### config.mk
export PLATFORM = sky130hd
export DESIGN_NAME = drul_cmp
export DESIGN_NICKNAME = d
export VERILOG_FILES = /design/src/rtl/core/drul_pkg.sv /design/src/rtl/core/drul_cmp.sv
export SDC_FILE = /design/constraint.sdc
export NUM_CORES = 1
export LEC_CHECK = 0
export CAP_MARGIN = 10
export CORE_ASPECT_RATIO = 1.75
export CORE_MARGIN = 4
export CORE_UTILIZATION = 30
export DETAILED_ROUTE_END_ITERATION = 7
export DONT_BUFFER_PORTS = 1
export PLACE_DENSITY_LB_ADDON = 0.08
export SLEW_MARGIN = 20
export SYNTH_ARGS = -nofsm -noshare
export SYNTH_HDL_FRONTEND = slang
export SYNTH_SLANG_ARGS = --single-unit
### constraint.sdc
create_clock -name vclk -period 8.2
set_clock_uncertainty 0.2 [all_clocks]
set_input_delay 1.23 -clock vclk [all_inputs]
set_output_delay 1.23 -clock vclk [all_outputs]
set_load 0.02 [all_outputs]
### src/rtl/core/drul_pkg.sv
// drul_pkg: shared types and codes for the damage rectangle list.
// No dependencies.
`timescale 1ns / 1ps
package drul_pkg;
    localparam int CW = 16;

    localparam logic [1:0] OP_ADD   = 2'd0;
    localparam logic [1:0] OP_DUMP  = 2'd1;
    localparam logic [1:0] OP_CLEAR = 2'd2;
    localparam logic [1:0] OP_RSVD  = 2'd3;

    localparam logic KIND_ACK  = 1'b0;
    localparam logic KIND_RECT = 1'b1;

    typedef struct packed {
        logic [CW-1:0] x0;
        logic [CW-1:0] y0;
        logic [CW-1:0] x1;
        logic [CW-1:0] y1;
    } box_t;

    typedef struct packed {
        logic [1:0]    op;
        logic [CW-1:0] in_min_x;
        logic [CW-1:0] in_min_y;
        logic [CW-1:0] in_max_x;
        logic [CW-1:0] in_max_y;
    } cmd_word_t;

    typedef struct packed {
        logic          kind;
        logic [CW-1:0] out_min_x;
        logic [CW-1:0] out_min_y;
        logic [CW-1:0] out_max_x;
        logic [CW-1:0] out_max_y;
        logic [6:0]    list_count;
        logic          overflow;
        logic          entry_valid;
        logic          last;
    } res_word_t;

    // Outcome of comparing the current piece against one stored rectangle.
    typedef struct packed {
        logic covered;   // piece inside stored: drop piece
        logic remove;    // remove stored (inside piece or merged)
        logic cur_wr;    // piece replaced by cur_new
        logic st_wr;     // stored replaced by st_new
        logic push;      // queue rest
    } act_t;
endpackage

### src/rtl/core/drul_cmp.sv
// drul_cmp: compare/clip/split unit, one stored rectangle against the piece.
// Depends on drul_pkg.
`timescale 1ns / 1ps
module drul_cmp (
    input  drul_pkg::box_t cur,
    input  drul_pkg::box_t ir,
    output drul_pkg::act_t act,
    output drul_pkg::box_t cur_new,
    output drul_pkg::box_t st_new,
    output drul_pkg::box_t rest
);
    import drul_pkg::*;

    box_t c;
    logic tch, ovl;

    always_comb
    begin
        act     = '0;
        cur_new = cur;
        st_new  = ir;
        rest    = cur;
        tch = ir.x0 <= cur.x1 && cur.x0 <= ir.x1 && ir.y0 <= cur.y1 && cur.y0 <= ir.y1;
        ovl = ir.x0 < cur.x1 && cur.x0 < ir.x1 && ir.y0 < cur.y1 && cur.y0 < ir.y1;
        c.x0 = (cur.x0 > ir.x0) ? cur.x0 : ir.x0;
        c.y0 = (cur.y0 > ir.y0) ? cur.y0 : ir.y0;
        c.x1 = (cur.x1 < ir.x1) ? cur.x1 : ir.x1;
        c.y1 = (cur.y1 < ir.y1) ? cur.y1 : ir.y1;
        if (tch)
        begin
            if (ir.x0 <= cur.x0 && cur.x1 <= ir.x1 && ir.y0 <= cur.y0 && cur.y1 <= ir.y1)
                act.covered = 1'b1;
            else if (cur.x0 <= ir.x0 && ir.x1 <= cur.x1 && cur.y0 <= ir.y0
                     && ir.y1 <= cur.y1)
                act.remove = 1'b1;
            else if ((ir.y0 == cur.y0 && ir.y1 == cur.y1)
                     || (ir.x0 == cur.x0 && ir.x1 == cur.x1))
            begin
                act.remove = 1'b1;
                act.cur_wr = 1'b1;
                if (ir.x0 < cur.x0) cur_new.x0 = ir.x0;
                if (ir.y0 < cur.y0) cur_new.y0 = ir.y0;
                if (ir.x1 > cur.x1) cur_new.x1 = ir.x1;
                if (ir.y1 > cur.y1) cur_new.y1 = ir.y1;
            end
            else if (ovl)
            begin
                act.cur_wr = 1'b1;
                // trim piece
                if (cur.y0 == c.y0 && cur.y1 == c.y1 && cur.x0 == c.x0)
                    cur_new.x0 = c.x1;
                else if (cur.y0 == c.y0 && cur.y1 == c.y1 && cur.x1 == c.x1)
                    cur_new.x1 = c.x0;
                else if (cur.x0 == c.x0 && cur.x1 == c.x1 && cur.y0 == c.y0)
                    cur_new.y0 = c.y1;
                else if (cur.x0 == c.x0 && cur.x1 == c.x1 && cur.y1 == c.y1)
                    cur_new.y1 = c.y0;
                // trim stored
                else if (ir.y0 == c.y0 && ir.y1 == c.y1 && ir.x0 == c.x0)
                begin
                    act.cur_wr = 1'b0; act.st_wr = 1'b1; st_new.x0 = c.x1;
                end
                else if (ir.y0 == c.y0 && ir.y1 == c.y1 && ir.x1 == c.x1)
                begin
                    act.cur_wr = 1'b0; act.st_wr = 1'b1; st_new.x1 = c.x0;
                end
                else if (ir.x0 == c.x0 && ir.x1 == c.x1 && ir.y0 == c.y0)
                begin
                    act.cur_wr = 1'b0; act.st_wr = 1'b1; st_new.y0 = c.y1;
                end
                else if (ir.x0 == c.x0 && ir.x1 == c.x1 && ir.y1 == c.y1)
                begin
                    act.cur_wr = 1'b0; act.st_wr = 1'b1; st_new.y1 = c.y0;
                end
                // band
                else if (cur.x0 == c.x0 && cur.x1 == c.x1 && cur.y0 < c.y0 && c.y1 < cur.y1)
                begin
                    act.push = 1'b1; cur_new.y1 = c.y0; rest.y0 = c.y1;
                end
                else if (cur.y0 == c.y0 && cur.y1 == c.y1 && cur.x0 < c.x0 && c.x1 < cur.x1)
                begin
                    act.push = 1'b1; cur_new.x1 = c.x0; rest.x0 = c.x1;
                end
                // corner
                else if (c.x0 == cur.x0 && c.y0 == cur.y0)
                begin
                    act.push = 1'b1;
                    rest    = '{x0: c.x1, y0: c.y0, x1: cur.x1, y1: cur.y1};
                    cur_new = '{x0: c.x0, y0: c.y1, x1: c.x1, y1: cur.y1};
                end
                else if (c.x0 == cur.x0 && c.y1 == cur.y1)
                begin
                    act.push = 1'b1;
                    rest    = '{x0: c.x1, y0: cur.y0, x1: cur.x1, y1: cur.y1};
                    cur_new = '{x0: cur.x0, y0: cur.y0, x1: c.x1, y1: c.y0};
                end
                else if (c.x1 == cur.x1 && c.y1 == cur.y1)
                begin
                    act.push = 1'b1;
                    rest    = '{x0: c.x0, y0: cur.y0, x1: c.x1, y1: c.y0};
                    cur_new = '{x0: cur.x0, y0: cur.y0, x1: c.x0, y1: c.y1};
                end
                else if (c.x1 == cur.x1 && c.y0 == cur.y0)
                begin
                    act.push = 1'b1;
                    rest    = '{x0: c.x0, y0: c.y1, x1: cur.x1, y1: cur.y1};
                    cur_new = '{x0: cur.x0, y0: cur.y0, x1: c.x0, y1: cur.y1};
                end
                else
                    act.cur_wr = 1'b0;
            end
        end
    end
endmodule

==> impl_metrics.json, run 1 <==
{
  "setup_viol": 0,
  "grt_max_degree": 33,
  "flops_and_latches": 0,
  "nFillCells": 4178,
  "drc": 0,
  "hold_path_end": "st_new[41]",
  "finalCritPeriodShare_pct": 97.8,
  "muxShareOfSynthArea_pct": 4.68,
  "power.total_mw": 1.24,
  "placementRows": 95,
  "grt_pass1_vias": 16600,
  "path_cells": "inv_1, ha_1, nor2b_1, o211ai_1, a2111oi_2, o31a_1, buf_12, mux2i_1, inv_1, ha_1, nand4_1, or4_1, nor3_1, nand4_1, nor4_1, buf_4, nor4_1, buf_4, o211ai_1, a21oi_1, a2111oi_0, a221oi_1, buf_4, buf_4",
  "num_vias": 16200,
  "crit_top_cell": "buf_4",
  "grt_pass1_wl_um": 112000,
  "relSlewSlack_pct": 33.9,
  "seq_area_frac_synth_pct": 0,
  "synth-simple-area-share_pct": 25.2,
  "ys_types": 86,
  "netlist_area_sq_um": 11800,
  "viasPerCell": 6.15,
  "drtIter0Drc": 1076,
  "synth_top_family_by_area": "compound AO/OA/AOI/OAI gates",
  "cap_viol_max_count": 0,
  "fin_util_pct": 40.7,
  "start_util_pct": 30.5,
  "areaGrowthSynthToFinish_pct": 33.2,
  "cp_data_required_time_ps": 6770,
  "p_per_area_nw_per_um2": 78.8,
  "p_leak_nw": 7.66,
  "die_area_sq_um": 42700,
  "hp-class": "input port to primary output",
  "dr.pass1.iters": 6,
  "final_nets": 2469,
  "dpl.cell_count": 2631,
  "die_w_um": 158,
  "worst_slew_pin_slew_ps": 992,
  "holdPathStages": 1,
  "yosysWarnings": 0,
  "worstSetupPathType": "input port to primary output",
  "synth_xor_area_share_pct": 4.68,
  "detail-route-antenna-nets": 0,
  "stdcell_area_sq_um": 15700,
  "crit_path_end_kind": "primary output",
  "synthCells": 1817,
  "overflow": 0,
  "num_io_pins": 325,
  "worstPathMaxFanout": 22,
  "synth_compound_area_share_pct": 36.9,
  "antenna_found_initial": 0,
  "critPathArrivalTime_ps": 6590,
  "status": "finished, final reports clean",
  "multi_input_area_sq_um": 10900,
  "critPathSlowestCell": "or4_1",
  "fmax_mhz": 125,
  "routed_wl_um": 79800,
  "final_cells": 2634,
  "avgSynthCellArea_sq_um": 6.49,
  "layout_commonest_cell": "buf_4",
  "drive_above_1_share_pct": 23.4,
  "clock_buffers": 0,
  "io_buffers": 0,
  "wl_per_cell_um": 30.3,
  "min_period_ps": 8020,
  "dpl_cell_area_sq_um": 15600,
  "post_cts_hold_buffer_count": 0,
  "finalMaxSlewViolations": 0,
  "startpoint_type": "input port",
  "synth_fa_ha_area_share_pct": 20.2,
  "holdWs_ps": 2460,
  "critPathMaxStageDelay_ps": 610,
  "hold_violations": 0,
  "peakVddDrop_v": 0.0000485,
  "gp_congestion": 1.02,
  "seq_area_sq_um": 0,
  "hpwl_um": 68900,
  "syn_nets": 2135,
  "core-area_sq_um": 38600,
  "hold_start": "ir[41]",
  "grt_usage_pct": 35.8,
  "diodes": 0,
  "final_cell_mix": "406 x buf_4, 221 x nand2_1, 190 x ha_1",
  "die_h_um": 270
}
## per-stage QoR
step,setup TNS (ps),setup slack (ps)
finish,0,182
global route,-24.9,-24.9
CTS,0,103
detailed placement,-60.2,-48.9
global placement,-38.5,-38.3
floorplan,0,161
## how the worst max path moves through the flow
stage                     depth (start not counted)    start  slack, ps           to
after floorplan                                  22  cur[17]        160  cur_new[34]
after global placement                           22   cur[7]        -40  cur_new[27]
after detailed placement                         21  cur[15]        -50     rest[32]
after CTS                                        23  cur[15]        100  cur_new[27]
after global routing                             24   cur[9]        -20  cur_new[25]
final                                            24  cur[17]        180  cur_new[19]
## kinds of logic (layout without fill, tap and decap cells)
family          Yosys count  count (layout)
mux                      54              54
fa+ha+maj               190             190
compound gates          647             647
xor+xnor                 63              63
simple gates            616             616
buf+inv                 247             579
## routing by layer
layer	part of all wire [%]	wire (um)	global-route usage, %
met1	29	23100	30.0
met2	52	41600	66.7
met3	5.6	4450	5.69
met4	13	10700	36.4
met5	0	0	0
## area by class of cell
cell class	instances	area share, %
inverter	143	3.43
multi-input combinational	1570	69.5
tap	485	3.86
timing repair buffer	436	23.2
## synth_stat cells, types with 29 or more instances
cell	n	share of area (%)
a2bb2oi_1	36	2.7
o211ai_1	38	2.4
a31oi_1	41	2.2
o21ai_0	138	5.9
nor2_1	160	5.1
mux2i_1	45	3.8
ha_1	190	20
clkbuf_1	75	2.4
nand4_1	57	3.0
nand3_1	33	1.4
inv_1	142	4.5
o22ai_1	29	1.5
a21oi_1	135	5.7
a21o_1	39	2.5
xor2_1	37	2.7
nand2_1	221	7.0
## repair_timing
action | in CTS | in global routing
gates cloned | 0 | 0
buffers inserted | 0 | 3
pin swaps | 0 | 3
setup endpoints to repair | 3 | 25
gates resized for setup | 3 | 10
## power by group
group	switching, mW	total [mW]	internal [mW]	leakage, nW
Clock	0	0	0	0
Sequential	0	0	0	0
Combinational	0.753	1.24	0.485	7.66
## worst max-delay path: cells and delay by family
kind            cells  cell delay [ps]
compound gates      7             1520
fa+ha+maj           2              660
buf+inv             7             1170
mux                 1              380
simple gates        7             1590
Note: power is estimated with default switching activity, not from simulation.
==> run 2: changes to the inputs <==
--- a/config.mk
+++ b/config.mk
@@ -8,7 +8,7 @@
 export CAP_MARGIN = 10
 export CORE_ASPECT_RATIO = 1.75
 export CORE_MARGIN = 4
-export CORE_UTILIZATION = 30
+export CORE_UTILIZATION = 57
 export DETAILED_ROUTE_END_ITERATION = 7
 export DONT_BUFFER_PORTS = 1
 export PLACE_DENSITY_LB_ADDON = 0.08
==> constraint.sdc (replaced) <==
create_clock -name vclk -period 7.45
set_clock_uncertainty 0.2 [all_clocks]
set_input_delay 1.1175 -clock vclk [all_inputs]
set_output_delay 1.1175 -clock vclk [all_outputs]
set_load 0.02 [all_outputs]
==> impl_metrics.json, run 2 <==
{
  "status": "did not finish",
  "haltStage": "global routing",
  "error": "[ERROR GRT-0116] Global routing finished with congestion. Check the congestion regions in the DRC Viewer.",
  "post_cts_hold_buffer_count": 0,
  "die_w_um": 117,
  "die_h_um": 198,
  "grt_usage_pct": 66.2,
  "seq_area_frac_synth_pct": 0,
  "synth_most_common_cell": "nand2_1",
  "placementRows": 69,
  "ys_top_cells_by_count": "221 x nand2_1, 190 x ha_1, 160 x nor2_1, 142 x inv_1, 138 x o21ai_0",
  "synthCells": 1817,
  "grt_pass1_wl_um": 115000,
  "hpwl_um": 55000,
  "post-synth-top-area-fraction_pct": 20.2,
  "start_util_pct": 57.9,
  "ys_types": 86,
  "gp_congestion": 1.21,
  "avgSynthCellArea_sq_um": 6.49,
  "overflow": 32,
  "syn_nets": 2135,
  "grt_pass1_vias": 17800,
  "yosysWarnings": 0,
  "grt_max_degree": 35,
  "synth.largest_area_cell": "ha_1",
  "netlist_area_sq_um": 11800,
  "num_io_pins": 325,
  "synth_area_leaders": "ha_1 20%, nand2_1 7.0%, o21ai_0 5.9%",
  "io_buffers": 0
}
## run 2: stage by stage
step / setup TNS (ps) / worst slack, ps / util [%] / cell area, sq um / cells
4_1_cts: -21.0 / -13.4 / 71.8 / 14600 / 2301
3_5_place_dp: -2200 / -172 / 71.6 / 14600 / 2301
3_3_place_gp: -22.2 / -22.2 / 71.6 / 14600 / 2301
2_1_floorplan: 0 / 0.857 / - / 12000 / 1817
## run 2: logic make-up after synthesis
| kind of cell | count (synthesis) | share of synthesized area (%) |
|---|---|---|
| mux | 54 | 4.68 |
| xor+xnor | 63 | 4.68 |
| buf+inv | 247 | 8.35 |
| compound gates | 647 | 36.9 |
| fa+ha+maj | 190 | 20.2 |
| simple gates | 616 | 25.2 |
## run 2: timing repair
action                                  in CTS
setup buffers                                0
endpoints found under the setup margin      46
cloned                                       0
resized for setup                            7
## run 2: per-layer routing
metal / GRT overflow / global-route usage, %
met5: 0 / 6.89
met4: 12 / 72.1
met3: 1 / 36.4
met1: 0 / 65.1
met2: 19 / 90.8
==> run 3: changes to the inputs <==
--- a/config.mk
+++ b/config.mk
@@ -6,12 +6,11 @@
 export NUM_CORES = 1
 export LEC_CHECK = 0
 export CAP_MARGIN = 10
-export CORE_ASPECT_RATIO = 1.75
 export CORE_MARGIN = 4
-export CORE_UTILIZATION = 57
+export CORE_UTILIZATION = 40
 export DETAILED_ROUTE_END_ITERATION = 7
 export DONT_BUFFER_PORTS = 1
-export PLACE_DENSITY_LB_ADDON = 0.08
+export PLACE_DENSITY_LB_ADDON = 0.15
 export SLEW_MARGIN = 20
 export SYNTH_ARGS = -nofsm -noshare
 export SYNTH_HDL_FRONTEND = slang
==> impl_metrics.json, run 3 (same netlist as run 1, synthesis figures left out) <==
{
  "status": "finished, final reports clean",
  "grt_pass1_wl_um": 99300,
  "clock_buffers": 0,
  "fin_ws_ps": 121,
  "power.total_mw": 1.32,
  "final_cell_mix": "379 x buf_4, 219 x nand2_1, 190 x ha_1",
  "crit_top_cell": "buf_4",
  "start_util_pct": 40.9,
  "fmax_mhz": 136,
  "worstSetupPathType": "input port to primary output",
  "num_io_pins": 325,
  "p_int_mw": 0.521,
  "hpwl_um": 56800,
  "dpl_cell_area_sq_um": 15100,
  "die_area_sq_um": 32300,
  "die_h_um": 180,
  "routed_wl_um": 69300,
  "grt_util_met3_pct": 8.08,
  "grt_pass1_vias": 15600,
  "areaGrowthSynthToFinish_pct": 32.3,
  "critPathSlowestCell": "or4_4",
  "wl_per_cell_um": 27.8,
  "swShare_pct": 60.7,
  "dr.pass1.iters": 6,
  "hold_violations": 0,
  "post-place-ws_ps": -156,
  "post_cts_hold_buffer_count": 0,
  "finalMaxSlewViolations": 0,
  "placementRows": 62,
  "seq_area_sq_um": 0,
  "drive_above_1_share_pct": 25.2,
  "layout_commonest_cell": "buf_4",
  "rsz0062_at_grt": "true",
  "overflow": 0,
  "diodes": 0,
  "final_nets": 2432,
  "io_buffers": 0,
  "p_per_area_nw_per_um2": 84.9,
  "grt_usage_pct": 39.2,
  "fin_setup_tns_ps": 0,
  "clockPowerShare_pct": 0,
  "gp_congestion": 1.09,
  "finalCritPeriodShare_pct": 98.4,
  "crit_path_end_kind": "primary output",
  "critPathMaxStageDelay_ps": 600,
  "worstPathMaxFanout": 16,
  "cp_top_family": "simple AND/OR/NAND/NOR gates",
  "core-area_sq_um": 28900,
  "top_usage_layer": "met2",
  "critPathArrivalTime_ps": 6010,
  "fin_util_pct": 54.1,
  "gr-usage-met1_pct": 42.7,
  "antenna_found_initial": 1,
  "drc": 0,
  "setup_viol": 0,
  "peakVddDrop_v": 0.0000493,
  "dpl.cell_count": 2477,
  "holdPathStages": 1,
  "cp_data_required_time_ps": 6130,
  "detail-route-antenna-nets": 0,
  "cap_viol_max_count": 0,
  "path_depth": 21,
  "min_period_ps": 7330,
  "viasPerCell": 6.63,
  "path_cells": "inv_1, ha_1, nor2b_1, o211ai_1, a2111oi_4, o31a_1, buf_12, mux2i_4, inv_1, ha_1, nand4_1, or4_4, nor3_2, nand4_1, or4b_1, buf_4, nand2_1, nor3_4, buf_4, a2bb2oi_1, buf_4",
  "grt_util_met2_pct": 66.1,
  "relSlewSlack_pct": 38.0,
  "final_cells": 2496,
  "holdWs_ps": 2230,
  "grt_max_degree": 33,
  "p_leak_nw": 7.49,
  "num_vias": 16500,
  "die_w_um": 180,
  "p_seq_share_pct": 0,
  "pwr-share-comb_pct": 100.0,
  "stdcell_area_sq_um": 15600,
  "power.switching_mw": 0.803,
  "flops_and_latches": 0,
  "nFillCells": 2991,
  "hp-class": "input port to primary output",
  "startpoint_type": "input port",
  "critPathBufInv": 6,
  "worst_slew_pin_slew_ps": 927,
  "drtIter0Drc": 1320
}
[run 3: power groups by stage]
stage	Sequential, mW	Combinational (mW)	Clock [mW]
global placement	0	1.24	0
detailed placement	0	1.25	0
finish	0	1.32	0
floorplan	0	0.738	0
CTS	0	1.26	0
global route	0	1.40	0
[run 3: timing repair]
item / in CTS / in global routing
setup endpoints to repair: 8 / 138
gates resized for setup: 4 / 73
buffers inserted: 0 / 18
pin swaps: 1 / 25
endpoints found under the hold margin: 0 / 0
gates cloned: 0 / 1
[run 3: layout make-up]
| type | count | area [sq um] | share of cell area (%) |
|---|---|---|---|
| repair buffers | 398 | 3170 | 20.3 |
| inverters | 143 | 539 | 3.46 |
| well taps | 384 | 480 | 3.08 |
| multi-input cells | 1571 | 11400 | 73.1 |
[run 3: final timing paths]
check,to,start
setup / recovery,rest[48],cur[17]
hold / removal,st_new[33],ir[33]
[run 3: metal layers]
metal | vias up | share of wire [%] | wire (um)
li1 | 7423 | - | -
met1 | 7646 | 35 | 24500
met2 | 1131 | 45 | 31300
met3 | 337 | 9.0 | 6250
met4 | 2 | 10 | 7280
met5 | - | 0.027 | 19
==> run 4: changes to the inputs <==
--- a/config.mk
+++ b/config.mk
@@ -7,7 +7,7 @@
 export LEC_CHECK = 0
 export CAP_MARGIN = 10
 export CORE_MARGIN = 4
-export CORE_UTILIZATION = 40
+export CORE_UTILIZATION = 35
 export DETAILED_ROUTE_END_ITERATION = 7
 export DONT_BUFFER_PORTS = 1
 export PLACE_DENSITY_LB_ADDON = 0.15
==> impl_metrics.json, run 4 (same netlist as run 1, synthesis figures left out) <==
{
  "status": "finished, final reports clean",
  "gp_congestion": 1.09,
  "num_vias": 16100,
  "antenna_found_initial": 0,
  "setup_viol": 0,
  "drc": 0,
  "fin_ws_ps": 123,
  "worstPathMaxFanout": 16,
  "overflow": 0,
  "final_nets": 2410,
  "io_buffers": 0,
  "core-area_sq_um": 32900,
  "dpl.cell_count": 2514,
  "hold_violations": 0,
  "detail-route-antenna-nets": 0,
  "drive_above_1_share_pct": 24.9,
  "finalCritPeriodShare_pct": 98.3,
  "met1_length_um": 25000,
  "cap_viol_max_count": 0,
  "worstSetupPathType": "input port to primary output",
  "wl_met2_um": 31100,
  "nFillCells": 3440,
  "dr.pass1.iters": 5,
  "critPathArrivalTime_ps": 6010,
  "startpoint_type": "input port",
  "routed_wl_um": 68500,
  "hpwl_um": 56900,
  "grt_pass1_wl_um": 97600,
  "hp-class": "input port to primary output",
  "post-place-ws_ps": -82.2,
  "seq_area_sq_um": 0,
  "die_h_um": 192,
  "cp_data_required_time_ps": 6130,
  "flops_and_latches": 0,
  "fin_util_pct": 47.4,
  "met3_length_um": 6480,
  "crit_path_end_kind": "primary output",
  "min_period_ps": 7330,
  "num_io_pins": 325,
  "fmax_mhz": 136,
  "relSlewSlack_pct": 26.6,
  "layout_commonest_cell": "buf_4",
  "die_area_sq_um": 36700,
  "holdWs_ps": 2230,
  "final_cell_mix": "359 x buf_4, 219 x nand2_1, 190 x ha_1",
  "clock_buffers": 0,
  "viasPerCell": 6.34,
  "peakVddDrop_v": 0.0000588,
  "grt_max_degree": 35,
  "drtIter0Drc": 1404,
  "top_layer": "met4",
  "final_cells": 2533,
  "finalMaxSlewViolations": 0,
  "p_per_area_nw_per_um2": 84.0,
  "post_cts_hold_buffer_count": 0,
  "grt_pass1_vias": 15300,
  "areaGrowthSynthToFinish_pct": 32.1,
  "placementRows": 66,
  "worst_slew_pin_slew_ps": 1090,
  "die_w_um": 192,
  "grt_usage_pct": 35.0,
  "rsz0062_at_grt": "true",
  "start_util_pct": 35.9,
  "wl_per_cell_um": 27.0,
  "p_leak_nw": 7.41
}
-- run 4: worst paths after layout --
check               endpoint   start  slack (ps)  depth (start not counted)
hold / removal    st_new[33]  ir[33]        2230                          1
setup / recovery   st_new[2]  cur[5]         120                         22
-- run 4: cell type report --
type | count | area [sq um] | area share (%)
diodes | 1 | 2.50 | 0.0161
inverters | 143 | 543 | 3.49
multi-input cells | 1570 | 11500 | 73.5
well taps | 442 | 553 | 3.55
repair buffers | 377 | 3030 | 19.4
-- run 4: layer usage --
layer	GRT usage (%)	up-vias
met1	39.8	7382
li1	-	7381
met3	6.74	284
met5	0	-
met2	59.9	1015
met4	22.5	0
-- run 4: timing repair --
| item | CTS | global route |
|---|---|---|
| gates cloned | 0 | 1 |
| pin swaps | 0 | 28 |
| setup endpoints to repair | 33 | 96 |
| setup buffers | 0 | 17 |
| resized for setup | 10 | 74 |
-- run 4: through the flow --
step	TNS (ps)	total power, mW	cell area (sq um)
after global placement	-264	1.22	15000
after CTS	0	1.25	15100
after global routing	-964	1.39	15600
final	0	1.31	15600
after detailed placement	-660	1.23	15000
after floorplan	0	0.738	12000
-- run 4: power by group --
group          leakage (nW)  internal, mW  switching (mW)
Sequential                0             0               0
Clock            0.00000634  0.0000000277               0
Combinational          7.41         0.514           0.795
Total                  7.41         0.514           0.795
-- run 4: worst max-delay path, cell delays in order --
cell and delay, ps:
clkinvlp_4 130, ha_1 350, a21oi_1 150, o21ai_0 130, a221o_1 390, o31a_1 400, buf_4 210, a21boi_1 190
inv_1 100, ha_1 320, nand4_1 100, buf_4 150, nor4_2 50, buf_4 150, nand2_1 150, nor2_1 130
nor4_4 410, o2111ai_1 160, or4_1 470, buf_12 190, mux2i_1 320, buf_4 220
